### config.mk
export PLATFORM = sky130hd
export DESIGN_NAME = thick_line_rasterizer_core
export DESIGN_NICKNAME = d
export VERILOG_FILES = /design/src/design/tlr_pkg.sv /design/src/design/thick_line_rasterizer_core.sv
export VERILOG_INCLUDE_DIRS = /design/src /design/src/design
export SDC_FILE = /design/constraint.sdc
export NUM_CORES = 1
export LEC_CHECK = 0
export BUFFER_PORTS_ARGS = -buffer_cell sky130_fd_sc_hd__buf_2
export CAP_MARGIN = 0
export CORE_UTILIZATION = 60
export DETAILED_ROUTE_END_ITERATION = 8
export GPL_TIMING_DRIVEN = 0
export MAX_ROUTING_LAYER = met4
export PLACE_DENSITY = 0.87
export SYNTH_ARGS = -nofsm -noshare
export SYNTH_HDL_FRONTEND = slang
export SYNTH_SLANG_ARGS = --single-unit
### constraint.sdc
create_clock -name clock -period 7.3 [get_ports clock]
set_input_delay 0.73 -clock clock [delete_from_list [all_inputs] [get_ports clock]]
set_output_delay 0.73 -clock clock [all_outputs]
set_load 0.01 [all_outputs]
### src/design/thick_line_rasterizer_core_assert.svh
// Assertion macros shared by the thick line rasterizer RTL.
`ifndef THICK_LINE_RASTERIZER_CORE_ASSERT_SVH
`define THICK_LINE_RASTERIZER_CORE_ASSERT_SVH

// Same-cycle implication, disabled while reset is high.
`define TLR_ASSERT_SAME(lbl, clk, rst, ante, cons) \
   lbl: assert property (@(posedge clk) disable iff (rst) (ante) |-> (cons)) \
      else $error("tlr assertion failed");

// Next-cycle implication, disabled while reset is high.
`define TLR_ASSERT_NEXT(lbl, clk, rst, ante, cons) \
   lbl: assert property (@(posedge clk) disable iff (rst) (ante) |=> (cons)) \
      else $error("tlr assertion failed");

`endif

### src/design/tlr_pkg.sv
// Package of constants and codes for the thick line rasterizer.
package tlr_pkg;

   // Default geometry
   localparam int COORD_BITS  = 12;
   localparam int MAX_STROKE  = 63;
   localparam int STROKE_BITS = 6;

   // Request kinds carried on tuser
   localparam logic REQ_START   = 1'b0;
   localparam logic REQ_ADVANCE = 1'b1;

   // Control register indexes
   localparam int CSR_ADDR_BITS = 2;
   localparam logic [CSR_ADDR_BITS-1:0] CSR_STROKE_WIDTH = 2'd0;
   localparam logic [CSR_ADDR_BITS-1:0] CSR_IMAGE_WIDTH  = 2'd1;
   localparam logic [CSR_ADDR_BITS-1:0] CSR_IMAGE_HEIGHT = 2'd2;

   // Control register reset values
   localparam logic [STROKE_BITS-1:0] STROKE_RESET = 6'd1;

endpackage

### src/design/thick_line_rasterizer_core.sv
// Thick line rasterizer: Bresenham line stamped with a square brush, one pixel per cycle.
//
//   Channel | Direction | Handshake          | Payload
//   req_    | in        | tvalid / tready    | tuser = kind, tdata = endpoints
//   rsp_    | out       | tvalid / tready    | tdata = pixel, tuser = inside, tlast = last
//   csr_    | in        | we (no wait)       | addr = register index, wdata
//
// On each accepted request the state registers update at the accepting edge,
// and an advance places its pixel in the output register at the same edge.
// A new request is accepted every cycle while the output register is empty or
// being drained, so the sustained rate is one pixel per clock.
// Reset is synchronous and active high; it returns the block to idle and loads
// the register defaults (stroke 1, image 2^COORD_BITS square).
// A stalled rsp_ side holds the pixel and backpressures req_ through req_tready.
`include "thick_line_rasterizer_core_assert.svh"

module thick_line_rasterizer_core #(
   parameter int COORD_BITS = tlr_pkg::COORD_BITS,
   parameter int MAX_STROKE = tlr_pkg::MAX_STROKE,
   localparam int REQ_DATA_BITS = ((4 * COORD_BITS + 7) / 8) * 8,
   localparam int PIX_BITS      = COORD_BITS + 2,
   localparam int RSP_DATA_BITS = ((2 * PIX_BITS + 7) / 8) * 8,
   localparam int IMG_BITS      = COORD_BITS + 1
) (
   input  logic                               clock,
   input  logic                               reset,
   // request channel
   input  logic                               req_tvalid,
   output logic                               req_tready,
   // tdata: x_start, y_start, x_end, y_end (lowest bits first)
   input  logic [REQ_DATA_BITS-1:0]           req_tdata,
   // tuser: req_type
   input  logic                               req_tuser,
   // result channel
   output logic                               rsp_tvalid,
   input  logic                               rsp_tready,
   // tdata: pixel_x, pixel_y (lowest bits first), zero padded
   output logic [RSP_DATA_BITS-1:0]           rsp_tdata,
   // tuser: inside_image
   output logic                               rsp_tuser,
   output logic                               rsp_tlast,
   // control registers
   input  logic                               csr_we,
   input  logic [tlr_pkg::CSR_ADDR_BITS-1:0]  csr_addr,
   input  logic [IMG_BITS-1:0]                csr_wdata
);

   localparam int SB       = tlr_pkg::STROKE_BITS;
   // Brush offsets run over -MAX_STROKE/2 .. +MAX_STROKE/2
   localparam int OFS_BITS = $clog2(MAX_STROKE / 2 + 1) + 1;
   localparam int ERR_BITS = COORD_BITS + 2;
   localparam int E2_BITS  = ERR_BITS + 1;
   localparam logic [SB-1:0]       MaxStroke  = SB'(MAX_STROKE);
   localparam logic [IMG_BITS-1:0] ImageReset = IMG_BITS'(1) << COORD_BITS;

   // ---------------------------------------------------------------------------
   // Control registers
   // ---------------------------------------------------------------------------
   logic [SB-1:0]       stroke_ff;
   logic [IMG_BITS-1:0] image_w_ff;
   logic [IMG_BITS-1:0] image_h_ff;

   always_ff @(posedge clock) begin
      if (reset) begin
         stroke_ff  <= tlr_pkg::STROKE_RESET;
         image_w_ff <= ImageReset;
         image_h_ff <= ImageReset;
      end else if (csr_we) begin
         unique case (csr_addr)
            tlr_pkg::CSR_STROKE_WIDTH: stroke_ff  <= csr_wdata[SB-1:0];
            tlr_pkg::CSR_IMAGE_WIDTH:  image_w_ff <= csr_wdata;
            tlr_pkg::CSR_IMAGE_HEIGHT: image_h_ff <= csr_wdata;
            default: ; // drop writes to unused indexes
         endcase
      end
   end

   // Brush half-size, after clamping the stroke to the supported maximum
   logic [SB-1:0]              stroke_clamped;
   logic signed [OFS_BITS-1:0] half;

   assign stroke_clamped = (stroke_ff > MaxStroke) ? MaxStroke : stroke_ff;
   assign half           = $signed(OFS_BITS'(stroke_clamped >> 1));

   // ---------------------------------------------------------------------------
   // Line state
   // ---------------------------------------------------------------------------
   logic [COORD_BITS-1:0]      cur_col_ff,   cur_col_in;
   logic [COORD_BITS-1:0]      cur_row_ff,   cur_row_in;
   logic [COORD_BITS-1:0]      end_col_ff,   end_col_in;
   logic [COORD_BITS-1:0]      end_row_ff,   end_row_in;
   logic [COORD_BITS-1:0]      delta_col_ff, delta_col_in;
   logic [COORD_BITS-1:0]      delta_row_ff, delta_row_in;
   logic                       col_neg_ff,   col_neg_in;
   logic                       row_neg_ff,   row_neg_in;
   logic signed [ERR_BITS-1:0] err_ff,       err_in;
   logic signed [OFS_BITS-1:0] brush_dx_ff,  brush_dx_in;
   logic signed [OFS_BITS-1:0] brush_dy_ff,  brush_dy_in;
   logic                       active_ff,    active_in;

   // Output register contents
   logic                rsp_valid_ff, rsp_valid_in;
   logic [PIX_BITS-1:0] rsp_px_ff;
   logic [PIX_BITS-1:0] rsp_py_ff;
   logic                rsp_inside_ff;
   logic                rsp_last_ff;

   // Handshake: the output register parts the two sides
   logic req_acc;
   logic is_start;
   logic emit;

   assign req_tready = !rsp_valid_ff || rsp_tready;
   assign req_acc    = req_tvalid && req_tready;
   assign is_start   = (req_tuser == tlr_pkg::REQ_START);
   assign emit       = req_acc && !is_start && active_ff;

   // Endpoint fields
   logic [COORD_BITS-1:0] x0, y0, x1, y1;

   assign x0 = req_tdata[COORD_BITS-1:0];
   assign y0 = req_tdata[2*COORD_BITS-1:COORD_BITS];
   assign x1 = req_tdata[3*COORD_BITS-1:2*COORD_BITS];
   assign y1 = req_tdata[4*COORD_BITS-1:3*COORD_BITS];

   // Current brush pixel and its flags
   logic signed [PIX_BITS-1:0] px, py;
   logic                       in_image;
   logic                       dx_done, dy_done, at_end, last;

   assign px = $signed({2'b00, cur_col_ff}) + PIX_BITS'(brush_dx_ff);
   assign py = $signed({2'b00, cur_row_ff}) + PIX_BITS'(brush_dy_ff);
   assign in_image = !px[PIX_BITS-1] && !py[PIX_BITS-1]
                     && (px < $signed({1'b0, image_w_ff}))
                     && (py < $signed({1'b0, image_h_ff}));
   // An offset at or past +h ends its loop, so a shrunken stroke still finishes
   assign dx_done = (brush_dx_ff >= half);
   assign dy_done = (brush_dy_ff >= half);
   assign at_end  = (cur_col_ff == end_col_ff) && (cur_row_ff == end_row_ff);
   assign last    = dx_done && dy_done && at_end;

   // Bresenham step terms
   logic signed [ERR_BITS-1:0] dc_s, dr_s;
   logic signed [E2_BITS-1:0]  e2;
   logic                       step_col, step_row;

   assign dc_s     = $signed({2'b00, delta_col_ff});
   assign dr_s     = $signed({2'b00, delta_row_ff});
   assign e2       = E2_BITS'(err_ff) <<< 1;
   assign step_col = e2 > -E2_BITS'(dr_s);
   assign step_row = e2 < E2_BITS'(dc_s);

   always_comb begin
      cur_col_in   = cur_col_ff;
      cur_row_in   = cur_row_ff;
      end_col_in   = end_col_ff;
      end_row_in   = end_row_ff;
      delta_col_in = delta_col_ff;
      delta_row_in = delta_row_ff;
      col_neg_in   = col_neg_ff;
      row_neg_in   = row_neg_ff;
      err_in       = err_ff;
      brush_dx_in  = brush_dx_ff;
      brush_dy_in  = brush_dy_ff;
      active_in    = active_ff;

      if (req_acc && is_start) begin
         // Load a new line, dropping any line in progress
         cur_col_in   = x0;
         cur_row_in   = y0;
         end_col_in   = x1;
         end_row_in   = y1;
         delta_col_in = (x1 > x0) ? (x1 - x0) : (x0 - x1);
         delta_row_in = (y1 > y0) ? (y1 - y0) : (y0 - y1);
         col_neg_in   = !(x0 < x1);
         row_neg_in   = !(y0 < y1);
         err_in       = $signed({2'b00, delta_col_in}) - $signed({2'b00, delta_row_in});
         brush_dx_in  = -half;
         brush_dy_in  = -half;
         active_in    = 1'b1;
      end else if (emit) begin
         if (dy_done) begin
            brush_dy_in = -half;
            if (dx_done) begin
               brush_dx_in = -half;
               if (at_end) begin
                  active_in = 1'b0;
               end else begin
                  // Both tests use the error before this step
                  err_in = err_ff - (step_col ? dr_s : '0) + (step_row ? dc_s : '0);
                  if (step_col) begin
                     cur_col_in = col_neg_ff ? cur_col_ff - 1'b1 : cur_col_ff + 1'b1;
                  end
                  if (step_row) begin
                     cur_row_in = row_neg_ff ? cur_row_ff - 1'b1 : cur_row_ff + 1'b1;
                  end
               end
            end else begin
               brush_dx_in = brush_dx_ff + 1'b1;
            end
         end else begin
            brush_dy_in = brush_dy_ff + 1'b1;
         end
      end
   end

   always_ff @(posedge clock) begin
      if (reset) begin
         cur_col_ff   <= '0;
         cur_row_ff   <= '0;
         end_col_ff   <= '0;
         end_row_ff   <= '0;
         delta_col_ff <= '0;
         delta_row_ff <= '0;
         col_neg_ff   <= 1'b0;
         row_neg_ff   <= 1'b0;
         err_ff       <= '0;
         brush_dx_ff  <= '0;
         brush_dy_ff  <= '0;
         active_ff    <= 1'b0;
      end else begin
         cur_col_ff   <= cur_col_in;
         cur_row_ff   <= cur_row_in;
         end_col_ff   <= end_col_in;
         end_row_ff   <= end_row_in;
         delta_col_ff <= delta_col_in;
         delta_row_ff <= delta_row_in;
         col_neg_ff   <= col_neg_in;
         row_neg_ff   <= row_neg_in;
         err_ff       <= err_in;
         brush_dx_ff  <= brush_dx_in;
         brush_dy_ff  <= brush_dy_in;
         active_ff    <= active_in;
      end
   end

   // ---------------------------------------------------------------------------
   // Output register
   // ---------------------------------------------------------------------------
   // Load on emit, clear once the transaction completes, otherwise hold
   assign rsp_valid_in = emit || (rsp_valid_ff && !rsp_tready);

   always_ff @(posedge clock) begin
      if (reset) begin
         rsp_valid_ff <= 1'b0;
      end else begin
         rsp_valid_ff <= rsp_valid_in;
      end
   end

   always_ff @(posedge clock) begin
      if (emit) begin
         rsp_px_ff     <= px;
         rsp_py_ff     <= py;
         rsp_inside_ff <= in_image;
         rsp_last_ff   <= last;
      end
   end

   assign rsp_tvalid = rsp_valid_ff;
   assign rsp_tdata  = RSP_DATA_BITS'({rsp_py_ff, rsp_px_ff});
   assign rsp_tuser  = rsp_inside_ff;
   assign rsp_tlast  = rsp_last_ff;

   // ---------------------------------------------------------------------------
   // Assertions
   // ---------------------------------------------------------------------------
   `TLR_ASSERT_NEXT(a_last_goes_idle, clock, reset, emit && last, !active_ff)
   `TLR_ASSERT_NEXT(a_emit_shows_pixel, clock, reset, emit, rsp_tvalid && rsp_tlast == $past(last))
   `TLR_ASSERT_NEXT(a_idle_advance_silent, clock, reset,
                    req_acc && !is_start && !active_ff, !rsp_tvalid)
   `TLR_ASSERT_NEXT(a_start_loads_brush, clock, reset, req_acc && is_start,
                    active_ff && brush_dx_ff == -$past(half) && brush_dy_ff == -$past(half))

endmodule

# == Word level (Yosys, flattened, before mapping) ==
# Index checks and enable logic that the tools add are counted.
# totals
latch_bits,0
romBits,0
input_bits,69
regBits,164
output_inout_bits,36
mem_count,0
ram_bits,0
# classes
bitwise,1
muxes,36
n_reduce_logical,34
n_div,0
magnitude_cmp,11
multipliers,0
shift,0
addsub,17
n_eq_ne,5
# op_table
operator,count
two-way mux 12 bit,18
two-way mux 14 bit,5
two-way mux 6 bit,8
subtractor 12 bit,4
adder 13 x 6 -> 14 bit,2
< comparator 14 bit,2
"adder 12 x 1 -> 12 bit, second input constant",2
equality test 12 bit,2
> comparator 12 bit,2
< comparator 12 bit,2
"subtractor 12 x 1 -> 12 bit, second input constant",2
> comparator 15 bit,1
< comparator 15 x 13 -> 1 bit,1
negation 12 -> 15 bit,1
adder 14 x 12 -> 14 bit,1
subtractor 14 x 12 -> 14 bit,1
subtractor 12 x 12 -> 13 bit,1
"adder 6 x 1 -> 6 bit, second input constant",2
>= comparator 6 bit,2
nonzero test 2 bit,6
logical AND 1 bit,11
AND reduction 5 bit,2
AND reduction 2 bit,4
AND reduction 4 bit,2
other kinds (10),20

# == Depth between registers and ports, before layout ==
# Gate-level depths: netlist of run 1.
# depth
depth_word,10
depth_mapped,25
ltp_nobuf,25

# == Worst setup path before layout of run 1 ==
# Ideal clock, no wire load.
# synth_timing
kind,reg-to-reg
start,register delta_row_ff[2]
end,register err_ff[13]
path_buffers,1
setup_slack_ns,1.646
stages_incl_launch_ff,23
arrival_time_ns,5.563
required_ns,7.209
setup_time_ns,0.091
cell_sequence,dfxtp_1 -> or4_1 -> nor3_1 -> nor4b_1 -> nand2_1 -> xnor2_1 -> ha_1 -> and3_1 -> nand4_1 -> a211o_1 -> a31oi_1 -> clkbuf_1 -> and2_1 -> fa_1 -> inv_1 -> ha_1 -> a2111o_1 -> o211a_1 -> a311o_1 -> a21o_1 -> a21o_1 -> mux2i_1 -> a311oi_1
# synth_between
elab_chain_len,10
# synth_rtl
item,line,rtl
"start, declared",thick_line_rasterizer_core.sv:93,"logic [COORD_BITS-1:0] delta_row_ff, delta_row_in;"
"start signal, assigned",thick_line_rasterizer_core.sv:227,delta_row_ff <= delta_row_in;
negation 12 -> 15 bit,thick_line_rasterizer_core.sv:150,assign step_col = e2 > -E2_BITS'(dr_s);
> comparator 15 bit,thick_line_rasterizer_core.sv:150,
two-way mux 12 bit (*),thick_line_rasterizer_core.sv:190,err_in = err_ff - (step_col ? dr_s : '0) + (step_row ? dc_s : '0);
subtractor 14 x 12 -> 14 bit (*),thick_line_rasterizer_core.sv:190,
adder 14 x 12 -> 14 bit (*),thick_line_rasterizer_core.sv:190,
two-way mux 14 bit (*),thick_line_rasterizer_core.sv:186,if (at_end) begin
two-way mux 14 bit (*),thick_line_rasterizer_core.sv:184,if (dx_done) begin
two-way mux 14 bit (*),thick_line_rasterizer_core.sv:182,if (dy_done) begin
two-way mux 14 bit (*),thick_line_rasterizer_core.sv:181,end else if (emit) begin
two-way mux 14 bit (*),thick_line_rasterizer_core.sv:167,if (req_acc && is_start) begin
"end signal, assigned",thick_line_rasterizer_core.sv:230,err_ff <= err_in;
"end, declared",thick_line_rasterizer_core.sv:96,"logic signed [ERR_BITS-1:0] err_ff, err_in;"
# Every way passes the cells marked *; elsewhere a longest branch is shown, timed or not. The select of a mux whose other input is x is not followed.
# A chain may end at the register's enable or synchronous reset.

# == Worst setup path in the final report of run 1 ==
# Same ends and word-level chain as after synthesis.

==> results of run 1 <==
registers in the layout (all words and copies together) (netlist names), 13 cells and up:
register	cells
image_h_ff	13
rsp_py_ff	14
image_w_ff	13
rsp_px_ff	14
err_ff	14
how the worst max path moves through the flow:
stage                          from         end  cells past startpoint
CTS                 delta_row_ff[2]  err_ff[13]                     22
floorplan           delta_row_ff[2]  err_ff[13]                     22
global placement    delta_row_ff[2]  err_ff[13]                     22
global route        delta_row_ff[2]  err_ff[13]                     22
finish              delta_row_ff[2]  err_ff[13]                     22
detailed placement  delta_row_ff[2]  err_ff[13]                     22
routing by layer:
layer	up-vias	part of all wire, %	GRT usage [%]
met2	736	45	57.9
met4	0	4.2	15.6
met1	6281	41	46.7
met5	-	0	-
met3	144	9.8	6.26
li1	6301	-	-
cell usage after synthesis (all sizes together), types with 8 or more instances:
cell	n
buf	28
o21ai	68
edfxtp	30
a211oi	47
and2	20
a21oi	143
a21o	35
xor2	40
xnor2	71
o211ai	12
nor3	28
nand3	32
ha	184
nand2b	20
fa	21
nor2b	21
nor4	8
a31oi	29
mux2i	17
clkbuf	46
o31ai	9
dfxtp	133
a311oi	11
nand2	212
and3	11
o21a	21
inv	160
nor2	126
o21bai	9
nand4	19
logic make-up after synthesis:
family          synth area share (%)
compound gates                  21.6
xor+xnor                        7.03
flops                           25.8
simple gates                    17.7
buf+inv                         6.67
fa+ha+maj                       19.7
other cells                   0.0271
mux                             1.56
stage by stage:
step           instance area, sq um  util (%)  setup slack (ns)
2_1_floorplan                 13800         -              1.65
3_3_place_gp                  14700      65.0             0.647
3_5_place_dp                  14700      65.0             0.505
4_1_cts                       15300      67.6             0.445
5_1_grt                       15300      67.6             0.124
6_report                      15300      67.6             0.380
critical path: stages, from the launching register on:
cell and delay, ns:
dfxtp_1 0.41, or4_1 0.61, nor3_1 0.21, nor4b_1 0.46, nand2_1 0.16, xnor2_1 0.15, ha_1 0.27, and3_1 0.17
nand4_1 0.13, a211o_1 0.25, a31oi_1 0.71, clkbuf_1 0.46, and2_1 0.22, fa_1 0.41, inv_1 0.07, ha_1 0.27
a2111o_1 0.47, o211a_1 0.27, a311o_1 0.39, a21o_1 0.19, a21o_1 0.18, mux2i_1 0.11, a311oi_1 0.25
area by class of cell:
type / count / area, sq um
multi-input combinational: 1324 / 9360
clock inverter: 15 / 164
clock buffer: 17 / 425
tap: 285 / 357
inverter: 160 / 601
buffer: 74 / 323
fill: 1849 / 7350
sequential: 163 / 3560
timing repair buffer: 100 / 500
power by group:
part | leakage [nW] | switching (W) | internal [W]
logic | 5.21 | 0.00137 | 0.000954
clock network | 0.286 | 0.000440 | 0.000457
registers | 1.36 | 0.000155 | 0.00103
total | 6.86 | 0.00196 | 0.00244
==> metrics.txt, run 1 <==
Hold Path Class flop to flop; Antenna diodes 0; mapped cell area 13800 sq um; Core ar. 22600 sq um; Post-CTS Hold Fix Bufs 0; Pre-antenna DRT Iters 6; Starting Density 61.1%; WHS Path Cells 2; maximum vdd drop 0.159 mV; MaxCap Viol Count 0; pwr dens 288 nW/um^2; hold_sp image_w_ff[10]; Die Y 154 microns; Worst-Margin Slew 1.26 ns; synth unique cells 77; Final HPWL DP 33500 microns; # placed instances 2106; GP Congestion 1.01; postcts setup bufs 0; Critical Path RT 7.65 ns; worst-path fanout max 10; CTS sink count 163; DIE WIDTH 154 microns; total negative setup slack 0 ns; antenna-violating nets left 0; number of antenna violations at the first check in global routing 0; critical path startpoint category flop; most area-consuming cells after synthesis dfxtp_1 19%, ha_1 17%, edfxtp_1 6.5%, nand2_1 5.7%, a21oi_1 5.2%; syn avg cell area 8.05 sq um; vias 13500; most common cell after layout, fill and taps aside nand2_1; Critical Path AT 7.27 ns; Clk pin slew, worst setup/hold paths 0.07 ns; first-pass GRT wire length 65900 microns; dominant cell type by area after synthesis dfxtp_1; Post-Layout Cell Count 2138; Worst Hold End image_w_ff[10]; worst r2r src delta_row_ff[2]; WL per Instance 19.8 microns; I/O Buffers 100; die area 23700 sq um; vias per inst 6.30; Reg2Reg Depth 22; All-Layer GR Usage 36.8%; Seq/Total Area, Yosys 25.8%; number of placed I/O pins 105; Max Buffers Root-to-Sink 2; predominant post-synthesis flop cell dfxtp_1; most frequent cells in the layout 211 x nand2_1, 184 x ha_1, 160 x inv_1, 143 x a21oi_1, 133 x dfxtp_1; FP Rows 55; largest net degree at the start of global routing 32; Slew headroom 15.6%; Final #Nets 2114; total wire length 42400 microns; Clock Skews 0.0160 ns; CP Capture Type flop; H-tree depth 4; Mapped Cells 1718; vias in the first global route 12400; Num CTS Buffers 17; Post-route DRC 0; # resized after CTS 0; CTS tree yes; Fin. Hold Viols 0; Root Driver clkbuf_16; FF-to-FF End err_ff[13]; R2R Setup Slk 0.38 ns; global route overflow 0; final hold slack 0.463 ns; Tot Pwr 0.00440 W; DR iter-0 viols 1281; Period minus WS final 6.92 ns; Setup CP Type flop to flop; status finished clean; post-synthesis register bit count 163; post-synth top area share 19.2%; RSZ-0062 raised after global routing no; share of cells above drive strength 1 9.28%; async set-reset flop share out of synthesis 0%; Slew Viols, Final 0; worst-skew pair later-pin latency 0.45 ns; f_max 145 MHz; fin crit share 94.8%; Area growth, synth to finish 10.5%; leakage power 6.86 nW; yosys warns 0; Post-synth EDFFs 30; # setup viols final 0
No activity file was read; power rests on OpenSTA's default activity.
==> run 2: changes to the inputs <==
--- a/config.mk
+++ b/config.mk
@@ -8,11 +8,11 @@
 export LEC_CHECK = 0
 export BUFFER_PORTS_ARGS = -buffer_cell sky130_fd_sc_hd__buf_2
 export CAP_MARGIN = 0
-export CORE_UTILIZATION = 60
+export CORE_UTILIZATION = 62
 export DETAILED_ROUTE_END_ITERATION = 8
 export GPL_TIMING_DRIVEN = 0
 export MAX_ROUTING_LAYER = met4
-export PLACE_DENSITY = 0.87
+export PLACE_DENSITY = 0.89
 export SYNTH_ARGS = -nofsm -noshare
 export SYNTH_HDL_FRONTEND = slang
 export SYNTH_SLANG_ARGS = --single-unit
==> metrics.txt, run 2 (same netlist as run 1, synthesis figures left out) <==
status finished clean; first-pass GRT wire length 65600 microns (-0.43%); DP Area 14700 sq um (about the same); H-tree depth 4 (unchanged); WL per Instance 19.5 microns (-1.6%); Critical Path AT 7.17 ns (-0.10 ns); number of antenna violations at the first check in global routing 2 (+2); DR iter-0 viols 1407 (+9.8%); Post-Layout Cell Count 2137 (-0.047%); Root Driver clkbuf_16; Worst-Margin Slew 1.14 ns (-0.123 ns); largest registers err_ff: 14 flops, rsp_px_ff: 14 flops, rsp_py_ff: 14 flops; largest net degree at the start of global routing 32 (unchanged); Crit-path slowest cell a31oi_1; # placed instances 2101 (-0.24%); number of placed I/O pins 105 (unchanged); Slew Viols, Final 0 (unchanged); vias 13500 (-0.089%); CTS sink count 163 (unchanged); Post-CTS Hold Fix Bufs 0 (unchanged); postcts setup bufs 0 (unchanged); f_max 147 MHz (+1.5%); DIE WIDTH 151 microns (-1.6%); Starting Density 63.4% (+2.3 points); CP Capture Type flop; Hold Path Class flop to flop; Final #Nets 2115 (+0.047%); final hold slack 0.460 ns (-0.00343 ns); FP Rows 54 (-1.8%); Pre-antenna DRT Iters 5 (-1); maximum vdd drop 0.203 mV (+27%); design area 15300 sq um (+0.11%); vias in the first global route 12800 (+2.7%); Layout fillers 1730 (-6.4%); MaxCap Viol Count 0 (unchanged); global route overflow 0 (unchanged); total negative setup slack 0 ns (unchanged); Max Buffers Root-to-Sink 2 (unchanged); Core ar. 21800 sq um (-3.6%); biggest cell delay along the critical path 0.66 ns (-0.05 ns); Die Y 151 microns (-1.6%); pwr dens 287 nW/um^2 (-0.25%); Period minus WS final 6.82 ns (-0.101 ns); worst-skew pair later-pin latency 0.45 ns (about the same); Final HPWL DP 33000 microns (-1.5%); Num CTS Buffers 17 (unchanged); total wire length 41700 microns (-1.7%); Final Worst Setup Slack 0.481 ns (+0.101 ns); antenna-violating nets left 0 (unchanged); die area 22900 sq um (-3.2%); vias per inst 6.29 (about the same); Fin. Hold Viols 0 (unchanged); R2R Setup Slk 0.48 ns (+0.10 ns); most frequent cells in the layout 211 x nand2_1, 184 x ha_1, 160 x inv_1, 143 x a21oi_1, 133 x dfxtp_1; pre-CTS WS 0.648 ns (+0.143 ns); # setup viols final 0 (unchanged); Setup CP Type flop to flop; worst-path fanout max 10 (unchanged); most common cell after layout, fill and taps aside nand2_1; Clk pin slew, worst setup/hold paths 0.07 ns (about the same); leakage power 6.87 nW (+0.20%); I/O Buffers 100 (unchanged); Post-route DRC 0 (unchanged); fin crit share 93.4% (-1.4 points); All-Layer GR Usage 38.4% (+1.6 points); Clock Skews 0.0120 ns (-0.00392 ns); Slew headroom 21.9% (+6.3 points); CP cell instances or4_1, nor3_1, nor4b_1, nand2_1, xnor2_1, ha_1, and3_1, nand4_1, a211o_1, a31oi_1, clkbuf_1, and2_1, fa_1, inv_1, ha_1, a2111o_1, o211a_1, a311o_1, a21o_1, a21o_1, mux2i_1, a311oi_1; # resized after CTS 0 (unchanged); CTS tree yes; GP Congestion 1.01 (+0.52%); Area growth, synth to finish 10.7%; RSZ-0062 raised after global routing no; share of cells above drive strength 1 9.28% (about the same); critical path startpoint category flop; Critical Path RT 7.65 ns (about the same)
-- run 2: final timing paths --
path / start / end / depth (start not counted)
setup / recovery: delta_row_ff[2] / err_ff[13] / 22
hold / removal: image_h_ff[2] / image_h_ff[2] / 2
setup reg to reg: delta_row_ff[2] / err_ff[13] / 22
hold reg to reg: image_h_ff[2] / image_h_ff[2] / 2
-- run 2: worst max-delay path: cells and delay by family, from the launching register on --
kind | cells | cell delay (ns)
mux | 1 | 0.11
buf+inv | 2 | 0.44
xor+xnor | 1 | 0.16
fa+ha+maj | 3 | 0.97
simple gates | 7 | 2.01
flops | 1 | 0.38
compound gates | 8 | 2.67
-- run 2: power by group --
| part | leakage (nW) | total, W | internal [W] | switching, W |
|---|---|---|---|---|
| logic | 5.22 | 0.00230 | 0.000954 | 0.00135 |
| clock network | 0.288 | 0.000912 | 0.000482 | 0.000429 |
| registers | 1.36 | 0.00118 | 0.00103 | 0.000154 |
-- run 2: layout make-up --
type	count	area, sq um	area share [%]
clock inverter	14	148	0.964
sequential	163	3560	23.3
multi-input combinational	1324	9360	61.1
timing repair buffer	101	528	3.45
buffer	74	323	2.11
inverter	160	601	3.92
antenna	3	7.51	0.0490
clock buffer	18	429	2.80
tap	280	350	2.29
-- run 2: stage by stage --
step | util [%] | total power, W
floorplan | - | 0.00283
global placement | 67.4 | 0.00331
detailed placement | 67.4 | 0.00341
CTS | 70.0 | 0.00433
global route | 70.1 | 0.00467
finish | 70.2 | 0.00439
-- run 2: per-layer routing --
metal  GRT usage (%)  wire [microns]  up-vias
li1                -               -     6304
met1            49.2           17200     6296
met2            59.2           18900      702
met3            5.72            3820      148
met4            18.5            1820        0
met5               -               0        -
